### config.mk
export PLATFORM = sky130hd
export DESIGN_NAME = hsv_centroid_steering_top
export DESIGN_NICKNAME = d
export VERILOG_FILES = /design/src/design/hcs_pkg.sv /design/src/design/hcs_classify.sv /design/src/design/hsv_centroid_steering_top.sv
export SDC_FILE = /design/constraint.sdc
export NUM_CORES = 2
export LEC_CHECK = 0
export BUFFER_PORTS_ARGS = -buffer_cell sky130_fd_sc_hd__buf_4
export CAP_MARGIN = 20
export CORE_MARGIN = 2
export CORE_UTILIZATION = 59
export CTS_CLUSTER_DIAMETER = 50
export CTS_CLUSTER_SIZE = 10
export DETAILED_ROUTE_END_ITERATION = 8
export GPL_TIMING_DRIVEN = 1
export PLACE_DENSITY = 0.88
export SYNTH_ARGS = -nofsm -noshare
export SYNTH_HDL_FRONTEND = slang
export SYNTH_SLANG_ARGS = --single-unit
### constraint.sdc
create_clock -name clk -period 13.6 [get_ports clk]
set_input_delay 2.72 -clock clk [delete_from_list [all_inputs] [get_ports clk]]
set_output_delay 2.72 -clock clk [all_outputs]
set_load 0.01 [all_outputs]
### src/design/hcs_pkg.sv
// ----------------------------------------------------------------------------
// hcs_pkg
// Shared types and constants for the HSV centroid steering block.
// ----------------------------------------------------------------------------
package hcs_pkg;

  // Register indexes on the configuration port
  localparam logic [2:0] REG_ROW_WIDTH = 3'd0;
  localparam logic [2:0] REG_TOLERANCE = 3'd1;
  localparam logic [2:0] REG_HUE_MIN   = 3'd2;
  localparam logic [2:0] REG_HUE_MAX   = 3'd3;
  localparam logic [2:0] REG_SAT_MIN   = 3'd4;
  localparam logic [2:0] REG_SAT_MAX   = 3'd5;
  localparam logic [2:0] REG_VAL_MIN   = 3'd6;
  localparam logic [2:0] REG_VAL_MAX   = 3'd7;

  // Reset values
  localparam logic [10:0] RST_ROW_WIDTH = 11'd640;
  localparam logic [8:0]  RST_TOLERANCE = 9'd15;
  localparam logic [7:0]  RST_HUE_MIN   = 8'd20;
  localparam logic [7:0]  RST_HUE_MAX   = 8'd30;
  localparam logic [7:0]  RST_SAT_MIN   = 8'd100;
  localparam logic [7:0]  RST_SAT_MAX   = 8'd255;
  localparam logic [7:0]  RST_VAL_MIN   = 8'd100;
  localparam logic [7:0]  RST_VAL_MAX   = 8'd255;

  localparam int unsigned CNT_W = 21;
  localparam int unsigned SUM_W = 30;
  localparam logic [CNT_W-1:0] CNT_FIELD_MAX = '1;
  localparam logic [SUM_W-1:0] SUM_LIMIT     = '1;

  // ceil(2^16/10); exact floor(x/10) for x < 16384
  localparam logic [12:0] RECIP_TEN = 13'd6554;

  typedef enum logic [1:0] {
    DIR_LEFT     = 2'd0,
    DIR_STRAIGHT = 2'd1,
    DIR_RIGHT    = 2'd2,
    DIR_SEARCH   = 2'd3
  } dir_t;

  // Thresholds handed to the pixel classifier
  typedef struct packed {
    logic [7:0]  hue_min;
    logic [7:0]  hue_max;
    logic [7:0]  sat_min;
    logic [7:0]  sat_max;
    logic [7:0]  val_min;
    logic [7:0]  val_max;
    logic [10:0] band_lo;
    logic [10:0] band_hi;
  } thr_t;

  // floor(3*w/10)
  function automatic logic [10:0] band_low(input logic [10:0] w);
    logic [13:0] x;
    logic [26:0] p;
    x = {2'b00, w, 1'b0} + {3'b000, w};
    p = 27'(x) * 27'(RECIP_TEN);
    return p[26:16];
  endfunction

  // floor(7*w/10)
  function automatic logic [10:0] band_high(input logic [10:0] w);
    logic [13:0] x;
    logic [26:0] p;
    x = {w, 3'b000} - {3'b000, w};
    p = 27'(x) * 27'(RECIP_TEN);
    return p[26:16];
  endfunction

endpackage

### src/design/hcs_classify.sv
// ----------------------------------------------------------------------------
// hcs_classify
// Flags a pixel as line when all three channels are inside their bounds and
// its column lies in the central band.
// ----------------------------------------------------------------------------
module hcs_classify #(
  parameter int unsigned COL_W = 10
) (
  input  hcs_pkg::thr_t     thr,
  input  logic [7:0]        hue,
  input  logic [7:0]        saturation,
  input  logic [7:0]        brightness,
  input  logic [COL_W-1:0]  column,
  output logic              hit
);

  localparam int unsigned CMP_W = (COL_W > 11) ? COL_W : 11;

  logic [CMP_W-1:0] col_ext;
  logic [CMP_W-1:0] lo_ext;
  logic [CMP_W-1:0] hi_ext;
  logic             color_ok;
  logic             band_ok;

  assign col_ext = CMP_W'(column);
  assign lo_ext  = CMP_W'(thr.band_lo);
  assign hi_ext  = CMP_W'(thr.band_hi);

  assign color_ok = (hue >= thr.hue_min) && (hue <= thr.hue_max) &&
                    (saturation >= thr.sat_min) && (saturation <= thr.sat_max) &&
                    (brightness >= thr.val_min) && (brightness <= thr.val_max);
  assign band_ok  = (col_ext >= lo_ext) && (col_ext < hi_ext);
  assign hit      = color_ok && band_ok;

endmodule

### src/design/hsv_centroid_steering_top.sv
// ----------------------------------------------------------------------------
// hsv_centroid_steering_top
// Line follower: HSV threshold, central band centroid, steering direction.
// ----------------------------------------------------------------------------
// Pixels arrive in raster order, one per transaction, and the block takes one
// every clock while s_axis_tready is high. A pixel counts as line when hue,
// saturation and brightness are inside their inclusive bounds and its column
// is in the band [floor(3*W/10), floor(7*W/10)) with W = row_width. Count and
// column sum of line pixels are kept per frame; on the frame-end pixel (tlast)
// one result transaction gives the direction (left/straight/right, or search
// when no line pixel was seen) and the count, and the accumulators are
// cleared. The frame-end pixel lands in the input register, is accumulated,
// then the two products of the centre window bounds with the count are formed,
// and the decision is compared into the output register. The stages move
// together, and s_axis_tready drops only while a result in the product stage
// finds an earlier result still unaccepted at the output.
// Row ends (tuser) reset the column; without them the column wraps at
// MAX_WIDTH. Configuration writes take effect on the next clock and are to be
// made between frames with the pipeline empty.
// ----------------------------------------------------------------------------
module hsv_centroid_steering_top #(
  parameter int unsigned MAX_WIDTH  = 1024,
  parameter int unsigned MAX_HEIGHT = 1024
) (
  input  logic        clk,
  input  logic        rst,
  // pixel stream
  input  logic        s_axis_tvalid,
  output logic        s_axis_tready,
  input  logic [23:0] s_axis_tdata,   // [7:0] hue, [15:8] saturation, [23:16] brightness
  input  logic        s_axis_tuser,   // [0] row_end
  input  logic        s_axis_tlast,   // frame_end
  // steering result
  output logic        m_axis_tvalid,
  input  logic        m_axis_tready,
  output logic [23:0] m_axis_tdata,   // [1:0] direction, [22:2] line_pixels, [23] zero
  // configuration writes
  input  logic        cfg_valid,
  output logic        cfg_ready,
  input  logic [2:0]  cfg_index,
  input  logic [10:0] cfg_data
);

  localparam int unsigned COL_W = $clog2(MAX_WIDTH);
  localparam longint unsigned PIX_MAX = longint'(MAX_WIDTH) * longint'(MAX_HEIGHT);
  localparam logic [hcs_pkg::CNT_W-1:0] COUNT_LIMIT =
    (PIX_MAX > longint'(hcs_pkg::CNT_FIELD_MAX)) ? hcs_pkg::CNT_FIELD_MAX
                                                 : hcs_pkg::CNT_W'(PIX_MAX);
  localparam logic [COL_W-1:0] COL_LAST = COL_W'(MAX_WIDTH - 1);

  // -------------------------------------------------------------------------
  // Configuration registers; band edges are worked out at write time.
  // -------------------------------------------------------------------------
  logic [10:0]    row_width;
  logic [8:0]     tolerance;
  hcs_pkg::thr_t  thr;

  assign cfg_ready = 1'b1;

  always_ff @(posedge clk) begin
    if (rst) begin
      row_width   <= hcs_pkg::RST_ROW_WIDTH;
      tolerance   <= hcs_pkg::RST_TOLERANCE;
      thr.hue_min <= hcs_pkg::RST_HUE_MIN;
      thr.hue_max <= hcs_pkg::RST_HUE_MAX;
      thr.sat_min <= hcs_pkg::RST_SAT_MIN;
      thr.sat_max <= hcs_pkg::RST_SAT_MAX;
      thr.val_min <= hcs_pkg::RST_VAL_MIN;
      thr.val_max <= hcs_pkg::RST_VAL_MAX;
      thr.band_lo <= hcs_pkg::band_low(hcs_pkg::RST_ROW_WIDTH);
      thr.band_hi <= hcs_pkg::band_high(hcs_pkg::RST_ROW_WIDTH);
    end else if (cfg_valid && cfg_ready) begin
      case (cfg_index)
        hcs_pkg::REG_ROW_WIDTH: begin
          row_width   <= cfg_data;
          thr.band_lo <= hcs_pkg::band_low(cfg_data);
          thr.band_hi <= hcs_pkg::band_high(cfg_data);
        end
        hcs_pkg::REG_TOLERANCE: tolerance   <= cfg_data[8:0];
        hcs_pkg::REG_HUE_MIN:   thr.hue_min <= cfg_data[7:0];
        hcs_pkg::REG_HUE_MAX:   thr.hue_max <= cfg_data[7:0];
        hcs_pkg::REG_SAT_MIN:   thr.sat_min <= cfg_data[7:0];
        hcs_pkg::REG_SAT_MAX:   thr.sat_max <= cfg_data[7:0];
        hcs_pkg::REG_VAL_MIN:   thr.val_min <= cfg_data[7:0];
        hcs_pkg::REG_VAL_MAX:   thr.val_max <= cfg_data[7:0];
        default: ;
      endcase
    end
  end

  // -------------------------------------------------------------------------
  // Pipeline enable: everything moves unless a result in stage 3 finds the
  // output register still holding an unaccepted result.
  // -------------------------------------------------------------------------
  logic advance;
  logic in_fire;
  logic r3_valid;

  assign advance       = !(r3_valid && m_axis_tvalid && !m_axis_tready);
  assign s_axis_tready = advance;
  assign in_fire       = s_axis_tvalid && s_axis_tready;

  // -------------------------------------------------------------------------
  // Stage 1: input register and column tracking
  // -------------------------------------------------------------------------
  logic [COL_W-1:0] column;
  logic [COL_W-1:0] column_next;
  logic             s1_valid;
  logic [7:0]       s1_hue;
  logic [7:0]       s1_sat;
  logic [7:0]       s1_val;
  logic             s1_frame_end;
  logic [COL_W-1:0] s1_col;

  always_comb begin
    if (s_axis_tuser || s_axis_tlast || column == COL_LAST) begin
      column_next = '0;
    end else begin
      column_next = column + COL_W'(1);
    end
  end

  always_ff @(posedge clk) begin
    if (rst) begin
      column   <= '0;
      s1_valid <= 1'b0;
    end else begin
      if (in_fire) begin
        column <= column_next;
      end
      if (advance) begin
        s1_valid <= in_fire;
      end
    end
  end

  always_ff @(posedge clk) begin
    if (in_fire) begin
      s1_hue       <= s_axis_tdata[7:0];
      s1_sat       <= s_axis_tdata[15:8];
      s1_val       <= s_axis_tdata[23:16];
      s1_frame_end <= s_axis_tlast;
      s1_col       <= column;
    end
  end

  // -------------------------------------------------------------------------
  // Stage 2: classify and accumulate (both saturating)
  // -------------------------------------------------------------------------
  logic                         hit;
  logic [hcs_pkg::CNT_W-1:0]    pixel_total;
  logic [hcs_pkg::SUM_W-1:0]    column_sum;
  logic [hcs_pkg::CNT_W-1:0]    pixel_total_next;
  logic [hcs_pkg::SUM_W-1:0]    column_sum_next;
  logic [hcs_pkg::SUM_W:0]      sum_wide;
  logic                         r2_valid;
  logic [hcs_pkg::CNT_W-1:0]    r2_cnt;
  logic [hcs_pkg::SUM_W-1:0]    r2_sum;

  hcs_classify #(
    .COL_W (COL_W)
  ) u_classify (
    .thr        (thr),
    .hue        (s1_hue),
    .saturation (s1_sat),
    .brightness (s1_val),
    .column     (s1_col),
    .hit        (hit)
  );

  assign sum_wide = {1'b0, column_sum} + (hcs_pkg::SUM_W + 1)'(s1_col);

  always_comb begin
    pixel_total_next = pixel_total;
    column_sum_next  = column_sum;
    if (hit) begin
      if (pixel_total < COUNT_LIMIT) begin
        pixel_total_next = pixel_total + hcs_pkg::CNT_W'(1);
      end
      if (sum_wide > {1'b0, hcs_pkg::SUM_LIMIT}) begin
        column_sum_next = hcs_pkg::SUM_LIMIT;
      end else begin
        column_sum_next = sum_wide[hcs_pkg::SUM_W-1:0];
      end
    end
  end

  always_ff @(posedge clk) begin
    if (rst) begin
      pixel_total <= '0;
      column_sum  <= '0;
      r2_valid    <= 1'b0;
    end else if (advance) begin
      r2_valid <= s1_valid && s1_frame_end;
      if (s1_valid) begin
        if (s1_frame_end) begin
          pixel_total <= '0;
          column_sum  <= '0;
        end else begin
          pixel_total <= pixel_total_next;
          column_sum  <= column_sum_next;
        end
      end
    end
  end

  always_ff @(posedge clk) begin
    if (advance && s1_valid && s1_frame_end) begin
      r2_cnt <= pixel_total_next;
      r2_sum <= column_sum_next;
    end
  end

  // -------------------------------------------------------------------------
  // Stage 3: window bounds times count, (half -/+ tol) * cnt
  // -------------------------------------------------------------------------
  logic signed [11:0] coef_lo;
  logic        [10:0] coef_hi;
  logic signed [33:0] r3_lo;
  logic        [31:0] r3_hi;
  logic [hcs_pkg::CNT_W-1:0] r3_cnt;
  logic [hcs_pkg::SUM_W-1:0] r3_sum;

  assign coef_lo = $signed({2'b00, row_width[10:1]}) - $signed({3'b000, tolerance});
  assign coef_hi = {1'b0, row_width[10:1]} + {2'b00, tolerance};

  always_ff @(posedge clk) begin
    if (rst) begin
      r3_valid <= 1'b0;
    end else if (advance) begin
      r3_valid <= r2_valid;
    end
  end

  always_ff @(posedge clk) begin
    if (advance && r2_valid) begin
      r3_lo  <= 34'(coef_lo) * 34'($signed({1'b0, r2_cnt}));
      r3_hi  <= 32'(coef_hi) * 32'(r2_cnt);
      r3_cnt <= r2_cnt;
      r3_sum <= r2_sum;
    end
  end

  // -------------------------------------------------------------------------
  // Stage 4: decision into the output register
  // -------------------------------------------------------------------------
  hcs_pkg::dir_t             dir_next;
  hcs_pkg::dir_t             out_dir;
  logic [hcs_pkg::CNT_W-1:0] out_cnt;

  always_comb begin
    if (r3_cnt == '0) begin
      dir_next = hcs_pkg::DIR_SEARCH;
    end else if ($signed({4'b0000, r3_sum}) < r3_lo) begin
      dir_next = hcs_pkg::DIR_LEFT;
    end else if ({2'b00, r3_sum} > r3_hi) begin
      dir_next = hcs_pkg::DIR_RIGHT;
    end else begin
      dir_next = hcs_pkg::DIR_STRAIGHT;
    end
  end

  // Loaded when stage 3 holds a result and the slot is free; otherwise the
  // held result simply waits for its handshake.
  always_ff @(posedge clk) begin
    if (rst) begin
      m_axis_tvalid <= 1'b0;
    end else if (advance && r3_valid) begin
      m_axis_tvalid <= 1'b1;
    end else if (m_axis_tready) begin
      m_axis_tvalid <= 1'b0;
    end
  end

  always_ff @(posedge clk) begin
    if (advance && r3_valid) begin
      out_dir <= dir_next;
      out_cnt <= r3_cnt;
    end
  end

  assign m_axis_tdata = {1'b0, out_cnt, out_dir};

`ifndef ASSERT_OFF
  // Search is reported exactly when the frame had no line pixel.
  a_search_iff_empty: assert property (@(posedge clk) disable iff (rst)
    m_axis_tvalid |-> ((out_dir == hcs_pkg::DIR_SEARCH) == (out_cnt == '0)))
    else $error("search flag disagrees with line pixel count");

  // A frame end leaves both accumulators cleared.
  a_acc_cleared: assert property (@(posedge clk) disable iff (rst)
    (advance && s1_valid && s1_frame_end) |=> (pixel_total == '0 && column_sum == '0))
    else $error("accumulators not cleared after frame end");

  // A row or frame end sends the column back to zero.
  a_column_restart: assert property (@(posedge clk) disable iff (rst)
    (in_fire && (s_axis_tuser || s_axis_tlast)) |=> (column == '0))
    else $error("column not restarted after row end");

  // The count never passes its saturation limit.
  a_count_limit: assert property (@(posedge clk) disable iff (rst)
    pixel_total <= COUNT_LIMIT)
    else $error("line pixel count beyond limit");
`endif

endmodule

* After elaboration in Yosys (flattened, before gate mapping)
Cells that the tools add are included.
** Storage, ports and cells
- Flip-flop bits (word level) :: 381
- Bits of input ports :: 45
- Output and inout port bits :: 27
** Operators by class
- $add $sub $neg :: 7
- Multipliers :: 4
- $lt $le $gt $ge :: 12
- Eq/ne operators :: 8
- Mux-type cells :: 11
- Bitwise logic cells :: 1
- Reductions and logical operators :: 31
** Operators with widths (count)
- 30-bit two-way mux :: 3
- 21-bit two-way mux :: 3
- 31-bit by 34-bit < comparator with 1-bit output :: 1
- 11-bit by 22-bit multiplier with 33-bit output :: 1
- 30-bit by 32-bit > comparator with 1-bit output :: 1
- 11-bit by 21-bit multiplier with 32-bit output :: 1
- 30-bit by 10-bit adder with 31-bit output :: 1
- 31-bit by 30-bit > comparator with 1-bit output (second input constant) :: 1
- 14-bit by 12-bit multiplier with 26-bit output (second input constant) :: 1
- 13-bit by 12-bit multiplier with 25-bit output (second input constant) :: 1
- 8-bit >= comparator :: 3
- 8-bit less-or-equal comparator :: 3
- 21-bit by 1-bit adder with 21-bit output (second input constant) :: 1
- 21-bit logical NOT :: 1
- 21-bit < comparator (second input constant) :: 1
- 2-bit AND reduction :: 9
- 1-bit logical AND :: 15
- 14-bit by 11-bit subtractor with 14-bit output :: 1
- 12-bit by 11-bit adder with 13-bit output :: 1
- 3-bit equality test (second input constant) :: 4
- 10-bit by 9-bit adder with 11-bit output :: 1
- 10-bit by 11-bit >= comparator with 1-bit output :: 1
- 10-bit by 11-bit < comparator with 1-bit output :: 1
- 10-bit by 9-bit subtractor with 11-bit output :: 1
- 12 further kinds :: 17

* Longest topological paths before layout
- Depth after elaboration :: 9
- Depth in mapped cells :: 33
- Depth with buffers taken out :: 32

* Hierarchy
Synthesis repeated with hierarchy kept, for this count alone.
** Unflattened totals
- Cell total of the unflattened synthesis :: 3970
- Area, all modules :: 38739.7 um2
** By module, submodules not included
- hsv_centroid_steering_top :: instances 1, cells each 3749, area an instance 37124.4 um2
- hcs_classify :: instances 1, cells each 221, area an instance 1615.3 um2

* Worst setup path after synthesis
Ideal clock, no wire load.
- Kind :: input port to flip-flop
- Start point :: in cfg_data[0]
- End point :: reg thr[10] (netlist name)
- Data arrival time :: 8.953 ns
- Data required time :: 13.480 ns
- Path slack :: 4.527 ns
- Stages :: 24
- Path buffers :: 1
- Cell sequence :: clkbuf_1 inv_1 ha_1 and3b_1 o21a_1 o21ai_0 a21boi_0 o21a_1 nor2_1 xnor2_1 ha_1 fa_1 fa_1 fa_1 fa_1 ha_1 a2111oi_0 o2bb2ai_1 a211oi_1 o2bb2ai_1 o21a_1 o21ai_0 a2111oi_0 a211o_1
** Between the ends
- Cells in the longest elaborated chain, start to end :: 2
** RTL lines
- start: declaration :: line hsv_centroid_steering_top.sv:41 : input logic [10:0] cfg_data
- 14-bit by 11-bit subtractor with 14-bit output :: line hcs_pkg.sv:67 : x = {w, 3'b000} - {3'b000, w};
- 14-bit by 12-bit multiplier with 26-bit output :: line hcs_pkg.sv:68 : p = 27'(x) * 27'(RECIP_TEN);
Every way passes these cells.
A chain may end at the register's enable or synchronous reset.

* Final worst setup path
- Start point :: in cfg_data[3]
- End point :: reg thr[10] (netlist name)
** Between the ends
- Cells in the longest elaborated chain, start to end :: 2
** RTL lines (line)
- 14-bit by 11-bit subtractor with 14-bit output :: hcs_pkg.sv:67
- 14-bit by 12-bit multiplier with 26-bit output :: hcs_pkg.sv:68
Every way passes these cells.

==> impl_results.md <==
* PwrDens at approximately 140 mW/mm2
* Final period util at 69.2%
* Postcts setup bufs at 0
* Max-slew headroom at between 20 and 25%
* Setup Viol. Count Final at 0
* Unrepaired setup endpoints after global routing: no
* Clock latency on the worst-skew pair at 640 ps
* Total gr overflow at 0
* WL/cell at slightly below 20 um
* CTS buffer count at 53
* Slowest stage delay, CP at 760 ps
* Drt total wl at roughly 96 mm
* Core footprint at between 0.06 and 0.07 mm2
* CTS Root Cell: clkbuf_16
* Top cell by count, worst path: o21ai_0
* Syn. warnings at 0
* Synth Flop Type: edfxtp_1
* Antenna Nets Post-Route at 0
* Outcome: finished clean
* Clock Power Share at approximately 23%
* CP max-delay cell: a2111oi_0
* Largest net degree at the start of global routing at 77
* CP Launch Type: primary input
* Min Clock Period, post-route at 9410 ps
* Initial drt markers at between 2000 and 3000
* Area Growth Syn to Fin at 7.91%
* # DRC at 0
* Global-route usage over all layers at between 20% and 30%
* Clock sink count at 377
* Int Pwr at around 3.6 mW
* Crit end category: flop
* Largest area contributor in the netlist: fa_1
* Slew @ Worst Pin at 1190 ps
* Register area share after synthesis at about 25%
* Critical path class: primary input to flop
* Hold_buf cts at 0
* Data arrival, critical path at approximately 9900 ps
* Count of state elements after synthesis at about 380
* LEAKAGE at 19.3 nW
* Max VDD drop at between 0.3 and 0.4 mV
* Worst-path clk slew at roughly 60 ps
* Cell variety after synth at approximately 80
* Mean Syn Cell Area at 9.77 um2
* Min Hold Slack at between 400 and 500 ps
* Die H at about 260 um
* Area of the mapped netlist at between 0.03 and 0.04 mm2
* Syn nets at 4998
* Post-detail-place hpwl at 71.4 mm
* Skew final at around 33 ps
* Vias per cell at around 6
* Logic pwr share at between 50% and 60%
* Endpoints failing hold at 0
* I/O Buffers at 69
* Seq pwr share at 21.7%
* Ys async rst share at 0%
* Synth top area share at between 20% and 30%
* Ports at 72
* Max-slew violations at 0
* Initial Util at around three fifths
* Vias at 29280
* Sum Neg Setup Slack at 0 ps
* Clock Path Buffers at 3
* Gpl congestion at a little over 0.9
* Post-synth EDFFs at 224
* First-pass GRT wire length at approximately 150 mm
* CTS H-tree depth at 2
* Psw at 2.39 mW
* Die W at 261 um
* Initial antenna violation count at 1
* First drt pass iteration count at 6
* Die area at around 0.068 mm2
* # resized after CTS at 0
* Vias in the first global route at between 30000 and 40000
* Sw Share at around 40%
* Critical path required time at ~14000 ps
* Layout cells sized above 1 at approximately 5.7%
* Area contributors post-synth: fa_1 22%, edfxtp_1 17%, ha_1 17%, dfxtp_1 7.8%, inv_1 6.3%
* Max_cap viols at 0
* Buf/Inv on CP at 4
* Top fanout value on the critical path at 10
* Fmax at between 100 and 150 MHz
* Ant diodes at 0
* CTS tree: yes
* Syn Inst Count at 3994
* Hold/Removal Path Class: flop to flop
* Delay-heaviest family, CP: compound AO/OA/AOI/OAI gates
* Final #Nets at roughly 5000
* Rows at 94
[stage by stage]
| stage | total power, mW | instance area, um2 | setup slack, ps | instances | utilization [%] |
|---|---|---|---|---|---|
| 3_5_place_dp | 4.54 | 40400 | 3670 | 4812 | 61.5 |
| 4_1_cts | 5.96 | 42100 | 4300 | 4911 | 64.2 |
| 2_1_floorplan | 3.81 | 39000 | 4530 | 3994 | - |
| 3_3_place_gp | 4.39 | 40400 | 3900 | 4812 | 61.5 |
| 6_report | 5.94 | 42100 | 4190 | 4912 | 64.2 |
| 5_1_grt | 6.44 | 42100 | 3610 | 4912 | 64.2 |
[synthesized netlist by cell type (16+ instances only)]
cell type  instances
o21bai_1          19
nor4_1            17
a21oi_1          171
nand2b_1          49
edfxtp_1         224
nand2_1          356
nand4_1           36
nand3_1           45
and2_1           192
nor3_1            45
fa_1             435
nor2_1           187
nor2b_1           59
clkbuf_1         133
o21ai_0           82
and3_1            21
xnor2_1          107
inv_1            653
ha_1             524
a31oi_1           52
mux2i_1           17
a21o_1            84
dfxtp_1          153
xor2_1            32
o21a_1            32
or3_1             16
a211o_1           39
a211oi_1          22
[layout by cell type (no fill, tap or decap), types with 7 or more instances in the layout]
cell / n
a211o_1: 39
a211oi_1: 22
a21o_1: 84
a21oi_1: 170
a311oi_1: 10
a31oi_1: 52
a41oi_1: 7
and2_1: 192
and3_1: 20
and4_1: 8
buf_4: 106
clkbuf_1: 23
clkbuf_16: 59
dfxtp_1: 153
edfxtp_1: 224
fa_1: 435
ha_1: 524
inv_1: 652
mux2i_1: 17
nand2_1: 356
nand2b_1: 49
nand3_1: 45
nand4_1: 36
nor2_1: 185
nor2b_1: 58
nor3_1: 43
nor4_1: 17
o211ai_1: 11
o21a_1: 32
o21ai_0: 81
o21bai_1: 19
o2bb2ai_1: 11
o31ai_1: 11
or2_2: 9
or3_1: 16
or4_1: 11
xnor2_1: 104
xor2_1: 32
[cell type report]
cell class              count  area [um2]
repair buffers            107         821
clock inverters            16         184
well taps                 864        1080
multi-input cells        2812       26200
inverters                 653        2450
flip-flops and latches    377        9790
clock buffers              83        1570
fillers                  4815       23500
[sequential cells by signal, summed over array words and instances, names as in the netlist, 2 cells and up]
| name | flops |
|---|---|
| tolerance | 9 |
| r3_cnt | 21 |
| pixel_total | 21 |
| thr | 69 |
| r2_cnt | 21 |
| out_dir | 2 |
| column_sum | 30 |
| r3_hi | 31 |
| r3_sum | 30 |
| row_width | 10 |
| r3_lo | 33 |
| r2_sum | 30 |
| s1_col | 10 |
| s1_val | 8 |
| s1_hue | 8 |
| out_cnt | 21 |
| s1_sat | 8 |
| column | 10 |
[final timing paths]
path	from	end	slack [ps]	depth (start not counted)
hold reg to reg	r2_sum[7]	r3_sum[7]	420	0
setup reg to reg	tolerance[1]	r3_lo[30]	4780	27
hold / removal	r2_sum[7]	r3_sum[7]	420	0
setup / recovery	cfg_data[3]	thr[10]	4190	27
[routing by layer]
metal / up-vias / wire (um) / share of wire [%] / track usage (%)
li1: 13261 / - / - / -
met1: 14193 / 36200 / 38 / 35.3
met2: 1435 / 45400 / 47 / 47.6
met3: 389 / 8090 / 8.4 / 5.07
met4: 2 / 6040 / 6.3 / 16.2
met5: - / 13 / 0.014 / 0
[logic make-up (layout without fill, tap and decap cells)]
group                      count (synthesis)  in the layout  synth area share (%)
adders and majority gates                959            959                  39.1
AOI/OAI and AO/OA                        613            613                  10.4
and+or+nand+nor                         1077           1077                  13.8
muxes                                     22             22                 0.580
other                                      2              2                0.0192
DFF                                      377            377                  25.1
xor gates and xnor gates                 139            139                  3.12
buffers and inverters                    805            859                  7.87
[power groups by stage]
stage | logic, mW | clock network [mW] | registers (mW)
global route | 3.72 | 1.43 | 1.29
finish | 3.28 | 1.38 | 1.29
CTS | 3.29 | 1.39 | 1.29
detailed placement | 3.23 | 0 | 1.31
global placement | 3.08 | 0 | 1.31
floorplan | 2.51 | 0 | 1.30
Power figures use the tool's default switching activity.
